[src/hdl/b64_pkg.sv]
// Shared types, codes and character functions of the Base64 stream codec.
// Used by every module under hdl; depends on nothing else.
package b64_pkg;

  // Decoded value codes beyond the 64 alphabet values.
  localparam logic [6:0] VAL_PAD = 7'd64;
  localparam logic [6:0] VAL_BAD = 7'd65;

  localparam logic [7:0] CHAR_PAD   = 8'h3D;  // '='
  localparam logic [7:0] CHAR_PLUS  = 8'h2B;  // '+'
  localparam logic [7:0] CHAR_SLASH = 8'h2F;  // '/'

  localparam logic       MODE_ENCODE = 1'b0;
  localparam logic       MODE_DECODE = 1'b1;

  // One queued job: up to four result bytes, index of the last one, error flag.
  typedef struct packed {
    logic [31:0] chars;     // result k in chars[8k +: 8]
    logic [1:0]  last_idx;  // index of the final result of this job
    logic        err;       // job is the single error result
  } job_t;

  // Six-bit value to alphabet character.
  function automatic logic [7:0] to_char(input logic [5:0] v);
    logic [7:0] r;
    if (v < 6'd26)       r = 8'h41 + {2'b00, v};
    else if (v < 6'd52)  r = 8'h61 + {2'b00, v - 6'd26};
    else if (v < 6'd62)  r = 8'h30 + {2'b00, v - 6'd52};
    else if (v == 6'd62) r = CHAR_PLUS;
    else                 r = CHAR_SLASH;
    return r;
  endfunction

  // Character to value: 0..63 for the alphabet, VAL_PAD, or VAL_BAD.
  function automatic logic [6:0] from_char(input logic [7:0] c);
    logic [6:0] r;
    if (c >= 8'h41 && c <= 8'h5A)      r = 7'(c - 8'h41);
    else if (c >= 8'h61 && c <= 8'h7A) r = 7'(c - 8'h61 + 8'd26);
    else if (c >= 8'h30 && c <= 8'h39) r = 7'(c - 8'h30 + 8'd52);
    else if (c == CHAR_PLUS)           r = 7'd62;
    else if (c == CHAR_SLASH)          r = 7'd63;
    else if (c == CHAR_PAD)            r = VAL_PAD;
    else                               r = VAL_BAD;
    return r;
  endfunction

endpackage

[src/hdl/base64_stream_codec.sv]
// Base64 stream codec: one item enters per cycle while the job queue has room;
// results leave at one per cycle while the output is ready, so encode gives four
// results per group of three items and the output port sets the rate. Each job is registered in the job queue first.
// Synchronous active-high reset sets encode mode, clears the stream state and
// empties the job queue. Uses b64_pkg, b64_front, b64_queue and b64_back.
module base64_stream_codec import b64_pkg::*; #(
  parameter int QUEUE_DEPTH = 4
) (
  input  logic       clk,
  input  logic       rst,
  input  logic       cfg_wr_en,
  input  logic       cfg_wr_data,  // decode_mode
  input  logic       s_tvalid,
  output logic       s_tready,
  input  logic [7:0] s_tdata,      // in_byte
  input  logic       s_tlast,      // end_of_stream
  output logic       m_tvalid,
  input  logic       m_tready,
  output logic [7:0] m_tdata,      // out_byte
  output logic       m_tlast,      // out_last
  output logic       m_tuser       // error
);

  logic accept;
  logic job_valid;
  job_t job;
  logic push;
  logic pop;
  logic full;
  logic head_valid;
  job_t head_job;

  assign s_tready = !full;
  assign accept   = s_tvalid && s_tready;
  assign push     = accept && job_valid;

  b64_front u_front (
    .clk           (clk),
    .rst           (rst),
    .cfg_wr_en     (cfg_wr_en),
    .cfg_wr_data   (cfg_wr_data),
    .accept        (accept),
    .in_byte       (s_tdata),
    .end_of_stream (s_tlast),
    .job_valid     (job_valid),
    .job           (job)
  );

  b64_queue #(.DEPTH(QUEUE_DEPTH)) u_queue (
    .clk        (clk),
    .rst        (rst),
    .push       (push),
    .push_job   (job),
    .pop        (pop),
    .full       (full),
    .head_valid (head_valid),
    .head_job   (head_job)
  );

  b64_back u_back (
    .clk        (clk),
    .rst        (rst),
    .head_valid (head_valid),
    .head_job   (head_job),
    .pop        (pop),
    .m_tvalid   (m_tvalid),
    .m_tready   (m_tready),
    .m_tdata    (m_tdata),
    .m_tlast    (m_tlast),
    .m_tuser    (m_tuser)
  );

  // An error result is always the only, and so the last, result of its item.
  a_err_last: assert property (@(posedge clk) disable iff (rst)
    m_tvalid && m_tuser |-> m_tlast && (m_tdata == 8'h00))
    else $error("error result not marked last");

  // No job is pushed into a full queue.
  a_no_overflow: assert property (@(posedge clk) disable iff (rst)
    push |-> !full)
    else $error("job queue overflow");

  // Nothing is offered on the output right after a reset cycle.
  a_reset_empty: assert property (@(posedge clk)
    rst |=> !m_tvalid)
    else $error("output valid after reset");

  // A stalled result does not block a push when the queue has room.
  a_decoupled: assert property (@(posedge clk) disable iff (rst)
    m_tvalid && !m_tready && !full |-> s_tready)
    else $error("input stalled behind output");

endmodule

[src/hdl/b64_front.sv]
// Front end of the Base64 codec: holds the mode and group state, classifies
// each accepted item and builds the job of results it causes. Uses b64_pkg.
module b64_front import b64_pkg::*; (
  input  logic       clk,
  input  logic       rst,
  input  logic       cfg_wr_en,
  input  logic       cfg_wr_data,
  input  logic       accept,
  input  logic [7:0] in_byte,
  input  logic       end_of_stream,
  output logic       job_valid,
  output job_t       job
);

  logic        decode_mode;
  logic [23:0] group_buffer;
  logic [1:0]  fill_count;
  logic [1:0]  pad_count;
  logic        error_seen;

  logic [23:0] group_buffer_next;
  logic [1:0]  fill_count_next;
  logic [1:0]  pad_count_next;
  logic        error_seen_next;

  logic [2:0]  fill_inc;
  logic [6:0]  val;
  logic        bad;
  logic        emit;
  logic [23:0] shifted;

  // Next group state and the job for the current item.
  always_comb begin
    group_buffer_next = group_buffer;
    fill_count_next   = fill_count;
    pad_count_next    = pad_count;
    error_seen_next   = error_seen;
    fill_inc          = {1'b0, fill_count} + 3'd1;
    val               = from_char(in_byte);
    bad               = 1'b0;
    emit              = 1'b0;
    shifted           = '0;
    job_valid         = 1'b0;
    job               = '0;

    if (decode_mode == MODE_ENCODE) begin
      unique case (fill_count)
        2'd0:    shifted = {in_byte, 16'h0000};
        2'd1:    shifted = {8'h00, in_byte, 8'h00};
        default: shifted = {16'h0000, in_byte};
      endcase
      group_buffer_next = group_buffer | shifted;
      emit = (fill_inc == 3'd3) || end_of_stream;
      if (emit) begin
        for (int k = 0; k < 4; k++) begin
          if (3'(k) <= fill_inc) begin
            job.chars[8*k +: 8] = to_char(group_buffer_next[23 - 6*k -: 6]);
          end else begin
            job.chars[8*k +: 8] = CHAR_PAD;
          end
        end
        job.last_idx      = 2'd3;
        job_valid         = 1'b1;
        group_buffer_next = '0;
        fill_count_next   = 2'd0;
      end else begin
        fill_count_next = fill_inc[1:0];
      end
    end else if (!error_seen) begin
      // Classify the character against the position in the group.
      if (fill_count == 2'd0 && pad_count != 2'd0) begin
        bad = 1'b1;
      end else if (val == VAL_PAD) begin
        if (fill_count < 2'd2) begin
          bad = 1'b1;
        end else begin
          pad_count_next = pad_count + 2'd1;
        end
      end else if (val == VAL_BAD || pad_count != 2'd0) begin
        bad = 1'b1;
      end else begin
        unique case (fill_count)
          2'd0:    shifted = {val[5:0], 18'h0};
          2'd1:    shifted = {6'h0, val[5:0], 12'h0};
          2'd2:    shifted = {12'h0, val[5:0], 6'h0};
          default: shifted = {18'h0, val[5:0]};
        endcase
        group_buffer_next = group_buffer | shifted;
      end

      // A complete group gives three bytes less one per pad character.
      emit = !bad && (fill_count == 2'd3);
      if (emit) begin
        job.chars         = {8'h00, group_buffer_next};
        job.chars[23:0]   = {group_buffer_next[7:0], group_buffer_next[15:8],
                             group_buffer_next[23:16]};
        job.last_idx      = 2'd2 - pad_count_next;
        job_valid         = 1'b1;
        group_buffer_next = '0;
        fill_count_next   = 2'd0;
      end else if (!bad) begin
        fill_count_next = fill_inc[1:0];
      end

      // A stream that ends inside a group is truncated and flagged as an error.
      if (!bad && end_of_stream && !emit) bad = 1'b1;

      if (bad) begin
        job             = '0;
        job.err         = 1'b1;
        job_valid       = 1'b1;
        error_seen_next = 1'b1;
      end
    end
  end

  // Mode register and stream state; reset, end of stream or a mode write clears it.
  always_ff @(posedge clk) begin
    if (rst) begin
      decode_mode  <= MODE_ENCODE;
      group_buffer <= '0;
      fill_count   <= '0;
      pad_count    <= '0;
      error_seen   <= 1'b0;
    end else if (cfg_wr_en) begin
      decode_mode  <= cfg_wr_data;
      group_buffer <= '0;
      fill_count   <= '0;
      pad_count    <= '0;
      error_seen   <= 1'b0;
    end else if (accept) begin
      if (end_of_stream) begin
        group_buffer <= '0;
        fill_count   <= '0;
        pad_count    <= '0;
        error_seen   <= 1'b0;
      end else begin
        group_buffer <= group_buffer_next;
        fill_count   <= fill_count_next;
        pad_count    <= pad_count_next;
        error_seen   <= error_seen_next;
      end
    end
  end

endmodule

[src/hdl/b64_queue.sv]
// Job queue between the front and back ends of the Base64 codec, built of
// registers with read and write pointers. Uses job_t from b64_pkg.
module b64_queue import b64_pkg::*; #(
  parameter int DEPTH = 4
) (
  input  logic clk,
  input  logic rst,
  input  logic push,
  input  job_t push_job,
  input  logic pop,
  output logic full,
  output logic head_valid,
  output job_t head_job
);

  localparam int PtrW = (DEPTH > 1) ? $clog2(DEPTH) : 1;
  localparam int CntW = $clog2(DEPTH + 1);

  job_t            slots [DEPTH];
  logic [PtrW-1:0] wr_ptr;
  logic [PtrW-1:0] rd_ptr;
  logic [CntW-1:0] count;

  assign full       = (count == CntW'(DEPTH));
  assign head_valid = (count != '0);
  assign head_job   = slots[rd_ptr];

  // Slot storage.
  always_ff @(posedge clk) begin
    if (push) slots[wr_ptr] <= push_job;
  end

  // Pointers and occupancy.
  always_ff @(posedge clk) begin
    if (rst) begin
      wr_ptr <= '0;
      rd_ptr <= '0;
      count  <= '0;
    end else begin
      if (push) wr_ptr <= (wr_ptr == PtrW'(DEPTH - 1)) ? '0 : wr_ptr + 1'b1;
      if (pop)  rd_ptr <= (rd_ptr == PtrW'(DEPTH - 1)) ? '0 : rd_ptr + 1'b1;
      if (push && !pop)      count <= count + 1'b1;
      else if (!push && pop) count <= count - 1'b1;
    end
  end

endmodule

[src/hdl/b64_back.sv]
// Back end of the Base64 codec: plays out the results of the head job one
// per cycle, while the output is ready, on the output stream. Uses job_t from b64_pkg.
module b64_back import b64_pkg::*; (
  input  logic       clk,
  input  logic       rst,
  input  logic       head_valid,
  input  job_t       head_job,
  output logic       pop,
  output logic       m_tvalid,
  input  logic       m_tready,
  output logic [7:0] m_tdata,   // out_byte
  output logic       m_tlast,   // out_last
  output logic       m_tuser    // error
);

  logic [1:0] res_idx;
  logic       take;

  // Current result of the head job.
  assign m_tvalid = head_valid;
  assign m_tdata  = head_job.chars[8*res_idx +: 8];
  assign m_tlast  = (res_idx == head_job.last_idx);
  assign m_tuser  = head_job.err;
  assign take     = m_tvalid && m_tready;
  assign pop      = take && m_tlast;

  // Step through the results; the last one releases the job.
  always_ff @(posedge clk) begin
    if (rst) begin
      res_idx <= '0;
    end else if (take) begin
      res_idx <= m_tlast ? 2'd0 : res_idx + 2'd1;
    end
  end

endmodule
[config.mk]
export PLATFORM = sky130hd
export DESIGN_NAME = base64_stream_codec
export DESIGN_NICKNAME = d
export VERILOG_FILES = /design/src/hdl/b64_pkg.sv /design/src/hdl/base64_stream_codec.sv /design/src/hdl/b64_front.sv /design/src/hdl/b64_queue.sv /design/src/hdl/b64_back.sv
export SDC_FILE = /design/constraint.sdc
export NUM_CORES = 1
export LEC_CHECK = 0
export ABC_AREA = 1
export ABC_CLOCK_PERIOD_IN_PS = 12100
export CAP_MARGIN = 10
export CORE_UTILIZATION = 49
export DETAILED_ROUTE_END_ITERATION = 6
export DONT_BUFFER_PORTS = 1
export PLACE_DENSITY_LB_ADDON = 0.3
export SYNTH_ARGS = -nofsm -noshare
export SYNTH_HDL_FRONTEND = slang
export SYNTH_SLANG_ARGS = --single-unit
[constraint.sdc]
create_clock -name clk -period 12.1 [get_ports clk]
set_clock_uncertainty 0.2 [all_clocks]
set_input_delay 1.21 -clock clk [delete_from_list [all_inputs] [get_ports clk]]
set_output_delay 1.21 -clock clk [all_outputs]
set_load 0.05 [all_outputs]
==> impl_metrics.tcl, run 1 <==
set metrics [dict create \
    yosysSeqAreaShare 0.462 \
    synth_nets 1352 \
    ys_async_sr_fraction 0 \
    path_depth 16 \
    leakage_nw 4.67 \
    stdcell_count 1543 \
    power_mw 1.68 \
    drive_above_1_share 0.0713 \
    grt_use_total 0.262 \
    syn_area_per_cell_um2 8.54 \
    port-buffer-count 0 \
    layout_common_cells "nand2_1 (197), edfxtp_1 (140), o21ai_0 (134)" \
    cts_hold_buf 0 \
    synth.distinct_cells 53 \
    nets 1328 \
    worstSkewPairLatency_ns 0.43 \
    synth_top_area_frac 0.386 \
    core-area_mm2 0.0218 \
    setup_tns_ns 0 \
    n_antenna_cell 0 \
    reg2reg_slack_ns 7.82 \
    hold_violations 0 \
    r2r-end "u_queue.count[1]" \
    finalSetupViolCount 0 \
    synth.largest_area_cell "edfxtp_1" \
    grt_pass1_vias 8532 \
    required_ns 11.94 \
    io_pins 27 \
    drc 0 \
    cts.sinks 181 \
    cellPowerDensity_mw_per_mm2 144 \
    slew_viol_final 0 \
    die-area_mm2 0.0228 \
    cpPeakStageDelay_ns 0.93 \
    clk_path_buf_depth 2 \
    initial_core_util 0.499 \
    crit_buf_inv 1 \
    cts_max_level 4 \
    synth-seq-cells 181 \
    cts_resized 0 \
    drtPass1Iterations 6 \
    final_common_cell "nand2_1" \
    path_class "in -> reg" \
    drtAntennaViolNets 0 \
    path_max_fanout 35 \
    cp-end-kind "flop" \
    synth_flop_cell "edfxtp_1" \
    overflow 0 \
    syn_area_mm2 0.0109 \
    dpl-instance-area_mm2 0.0111 \
    final_design_area_no_fill_mm2 0.0117 \
    vias_per_cell 5.93 \
    crit_end "u_queue.slots[2][10]" \
    worstPathCellList "inv_1 -> ha_1 -> nand2_1 -> o21ai_1 -> nand2_2 -> nand3_1 -> nand4_1 -> nor2_1 -> nand3_2 -> nand3_2 -> nand2_2 -> nand3_1 -> nand2_1 -> nand2_1 -> nand2_1 -> nor2_4" \
    synth_warnings 0 \
    nFillCells 2001 \
    syn_inst 1274 \
    cts_inserted_buffers 17 \
    synth_area_leaders "edfxtp_1 (39%), dfxtp_1 (7.5%), ha_1 (7.1%), nand2_1 (6.8%), o21ai_0 (6.2%)" \
    postCtsSetupRepairBufs 0 \
    status "completed" \
    dp.cells 1511 \
    rows 54 \
    antenna_found_initial 0 \
    slew-limit-headroom 0.241 \
    routabilityCongestion 1.02 \
    finalWirelength_um 29000 \
    crit_top_cell "nand2_1" \
    path_clk_slew_ns 0.07 \
    finalCritPeriodShare 0.381 \
    cts_tree "done" \
    cp-startpoint "s_tdata[0]" \
    cp_top_family "simple AND/OR/NAND/NOR gates" \
    cp-start-kind "primary input" \
    worst_pin_slew_ns 1.14 \
    syn_to_final_growth_pct 7.23 \
    dp_hpwl_um 20000 \
    vdd_drop_max_v 0.0000868 \
    crit_path_top_delay_cell "nor2_4" \
    synth_edf_count 140 \
    via_count 9147 \
    die_h_um 151 \
    drt_iter0_drc 952 \
    arrival_ns 4.45 \
    grt_setup_unrepaired "false" \
    grt_max_degree 62 \
    clockRootBuffer "clkbuf_16" \
    reg2reg_depth 12 \
    die_width_um 151 \
    fin_crit_ns 4.60 \
    grt_pass1_wl_um 45300 \
    worstHoldPathType "reg -> reg" \
    drv_cap 0 \
    routedWlPerCell_um 18.8 \
    fmaxAchievable_mhz 217 \
]
[worst min-delay path, stage by stage, from the launching register on]
cell and delay (ns):
dfxtp_1 0.31, nand2_1 0.06, a21oi_1 0.06
[per-stage QoR]
stage                      util  worst slack [ns]  hold slack (ns)
after floorplan               -              6.93            0.245
final                     0.535              7.50            0.279
after detailed placement  0.508              7.05            0.274
after global placement    0.508              7.22            0.256
after global routing      0.535              7.04            0.307
after CTS                 0.535              7.50            0.284
[routing by layer]
| layer | GRT usage | vias to the layer above | routed length, um |
|---|---|---|---|
| li1 | - | 4378 | - |
| met1 | 0.341 | 4304 | 12500 |
| met2 | 0.431 | 391 | 13400 |
| met3 | 0.0482 | 74 | 2230 |
| met4 | 0.106 | 0 | 917 |
| met5 | 0 | - | 0 |
[state kept, by name, indices dropped and copies added, names as in the netlist, named ones only]
| signal | count |
|---|---|
| u_front.pad_count | 2 |
| u_queue.slots | 140 |
| u_front.decode_mode | 1 |
| u_front.error_seen | 1 |
| u_front.group_buffer | 24 |
| u_back.res_idx | 2 |
| u_queue.count | 3 |
| u_queue.rd_ptr | 2 |
| u_queue.wr_ptr | 2 |
| u_front.fill_count | 2 |
[logic make-up after synthesis]
group,share of synthesized area
flip-flops,0.462
buffers and inverters,0.0722
adder cells (fa/ha/maj),0.0731
AO/OA/AOI/OAI,0.186
AND/OR/NAND/NOR,0.178
XOR/XNOR,0.0290
[power by group]
group | internal (mW) | switching, mW | total, mW
clock | 0.277 | 0.265 | 0.542
sequential | 0.709 | 0.0243 | 0.733
combinational | 0.102 | 0.304 | 0.406
total | 1.09 | 0.593 | 1.68
[final cells by class]
class / count / area (um2) / area share
Multi-Input combinational cell: 898 / 5110 / 0.438
Inverter: 143 / 538 / 0.0461
Timing Repair Buffer: 9 / 67.6 / 0.00579
Clock inverter: 15 / 155 / 0.0133
Clock buffer: 17 / 425 / 0.0365
Sequential cell: 181 / 5030 / 0.431
Tap cell: 280 / 350 / 0.0300
[worst min-delay path by stage]
stage	to	start	slack, ns	cells past startpoint
6_report	u_front.pad_count[0]	u_front.pad_count[0]	0.28	2
5_1_grt	u_front.pad_count[0]	u_front.pad_count[0]	0.31	2
4_1_cts	u_front.pad_count[0]	u_front.pad_count[0]	0.28	2
3_5_place_dp	u_front.pad_count[0]	u_front.pad_count[0]	0.27	2
3_3_place_gp	u_front.pad_count[0]	u_front.pad_count[0]	0.26	2
2_1_floorplan	u_front.pad_count[0]	u_front.pad_count[0]	0.25	2
[synthesized netlist by cell type, types with 11 or more instances]
| library cell | n |
|---|---|
| ha_1 | 62 |
| clkbuf_1 | 37 |
| a21oi_1 | 124 |
| inv_1 | 133 |
| edfxtp_1 | 140 |
| nor2_1 | 127 |
| nand3_1 | 71 |
| o221ai_1 | 27 |
| nor3_1 | 13 |
| o22ai_1 | 11 |
| o21ai_0 | 134 |
| o211ai_1 | 13 |
| nand2_1 | 197 |
| xor2_1 | 28 |
| dfxtp_1 | 41 |
Power figures use the tool's default switching activity.
==> inputs of run 2 (changes only) <==
ABC_CLOCK_PERIOD_IN_PS = 4600   (was 12100)
clock period = 4.6 ns   (was 12.1 ns; I/O delays follow)
==> run 2 against run 1 <==
Worst hold slack worse by 0.26 ns; count of clock-buffer cells in the layout unchanged; sequential cell count unchanged; clock power rose to 2.8 times the previous value; setup slack worse by 7.1 ns; largest cell class unchanged; largest power group unchanged; highest routed layer unchanged.
==> impl_metrics.tcl, run 2 (synthesis results as in run 1) <==
set metrics [dict create \
    path_max_fanout 17 \
    dp_hpwl_um 20000 \
    path_clk_slew_ns 0.07 \
    via_count 9171 \
    path_class "reg -> reg" \
    hold_violations 0 \
    cts.sinks 181 \
    grt_setup_unrepaired "false" \
    pre_cts_slack_ns 0.450 \
    initial_core_util 0.499 \
    nets 1341 \
    max_flop_register "u_queue.slots" \
    cts_tree "done" \
    cellPowerDensity_mw_per_mm2 382 \
    drtAntennaViolNets 0 \
    finalWirelength_um 29100 \
    grt_max_degree 59 \
    drc 0 \
    n_antenna_cell 0 \
    vias_per_cell 5.89 \
    io_pins 27 \
    worstSkewPairLatency_ns 0.43 \
    syn_to_final_growth_pct 8.59 \
    cts_max_level 4 \
    rows 54 \
    largest_reg_flops 140 \
    largest_registers "u_queue.slots x140, u_front.group_buffer x24, u_queue.count x3" \
    final_common_cell "nand2_1" \
    routedWlPerCell_um 18.7 \
    postCtsSetupRepairBufs 0 \
    multi_input_area_mm2 0.00511 \
    required_ns 4.51 \
    antenna_found_initial 0 \
    finalCritPeriodShare 0.906 \
    fin_crit_ns 4.17 \
    setup_tns_ns 0 \
    slew_viol_final 0 \
    leakage_nw 4.76 \
    seqCellArea_mm2 0.00503 \
    nFillCells 1984 \
    vdd_drop_max_v 0.000218 \
    grt_pass1_wl_um 45800 \
    finalSetupViolCount 0 \
    overflow 0 \
    cts_inserted_buffers 17 \
    fmaxAchievable_mhz 240 \
    drtPass1Iterations 5 \
    arrival_ns 4.08 \
    reg2reg_slack_ns 0.43 \
    drt_iter0_drc 791 \
    drv_cap 0 \
    worst_pin_slew_ns 0.850 \
    core-area_mm2 0.0218 \
    grt_use_total 0.264 \
    clockRootBuffer "clkbuf_16" \
    worstHoldPathType "in -> reg" \
    cp-end-kind "flop" \
    status "completed" \
    port-buffer-count 0 \
    routabilityCongestion 1.04 \
    cp-start-kind "flop" \
    layout_common_cells "nand2_1 (197), edfxtp_1 (140), o21ai_0 (134)" \
    die-area_mm2 0.0228 \
    fin_ws_ns 0.434 \
    slew-limit-headroom 0.426 \
    clk_path_buf_depth 2 \
    die_width_um 151 \
    grt_pass1_vias 8742 \
    drive_above_1_share 0.0792 \
    die_h_um 151 \
]
==> run 2: what timing repair did <==
action / CTS / global route
hold buffers: 2 / 0
hold endpoints to repair: 6 / 0
resized for setup: 0 / 0
==> run 2: final cells by class <==
type,instances,share of cell area
clock buffer,17,0.0360
timing repair buffer,22,0.0155
sequential,181,0.425
clock inverter,15,0.0159
inverter,143,0.0455
tap,280,0.0296
multi-input combinational,898,0.432
==> run 2: path summary, 6_finish.rpt <==
path                    startpoint                    to  depth (start not counted)
min reg2reg   u_front.pad_count[0]  u_front.pad_count[0]                          2
max reg2reg  u_front.fill_count[0]   u_queue.slots[3][4]                         12
max          u_front.fill_count[0]   u_queue.slots[3][4]                         12
min                            rst     u_back.res_idx[1]                          3
==> run 2: report_power, final <==
part	total, mW	internal [mW]	switching (mW)	leakage (nW)
Combinational	1.09	0.284	0.808	2.80
Clock	1.50	0.828	0.675	0.302
Sequential	1.92	1.86	0.0562	1.66
==> run 2: critical path: stages (launching register included) <==
cell and delay [ns]:
dfxtp_1 0.47, inv_1 0.16, ha_1 0.46, a21oi_1 0.69, inv_1 0.19, ha_1 0.25, inv_1 0.10, nand2_1 0.07
nand2_1 0.07, nand2_1 0.14, inv_1 0.22, nor2_1 0.06, o41ai_1 0.76
==> run 2: through the flow <==
stage	power [mW]	util	instances	hold slack (ns)	area [um2]
final	4.51	0.542	1556	0.0154	11800
after global routing	4.71	0.542	1556	0.0260	11800
after CTS	4.52	0.542	1556	0.00530	11800
after detailed placement	3.03	0.512	1522	0.273	11200
after global placement	3.02	0.512	1522	0.258	11200
after floorplan	2.76	-	1274	0.245	10900
==> run 2: layer usage <==
metal  vias to the layer above  wire length (um)  track usage
li1                       4410                 -            -
met1                      4311             12600        0.340
met2                       381             13500        0.437
met3                        69              2090       0.0548
met4                         0               847       0.0970
met5                         -                 0            0
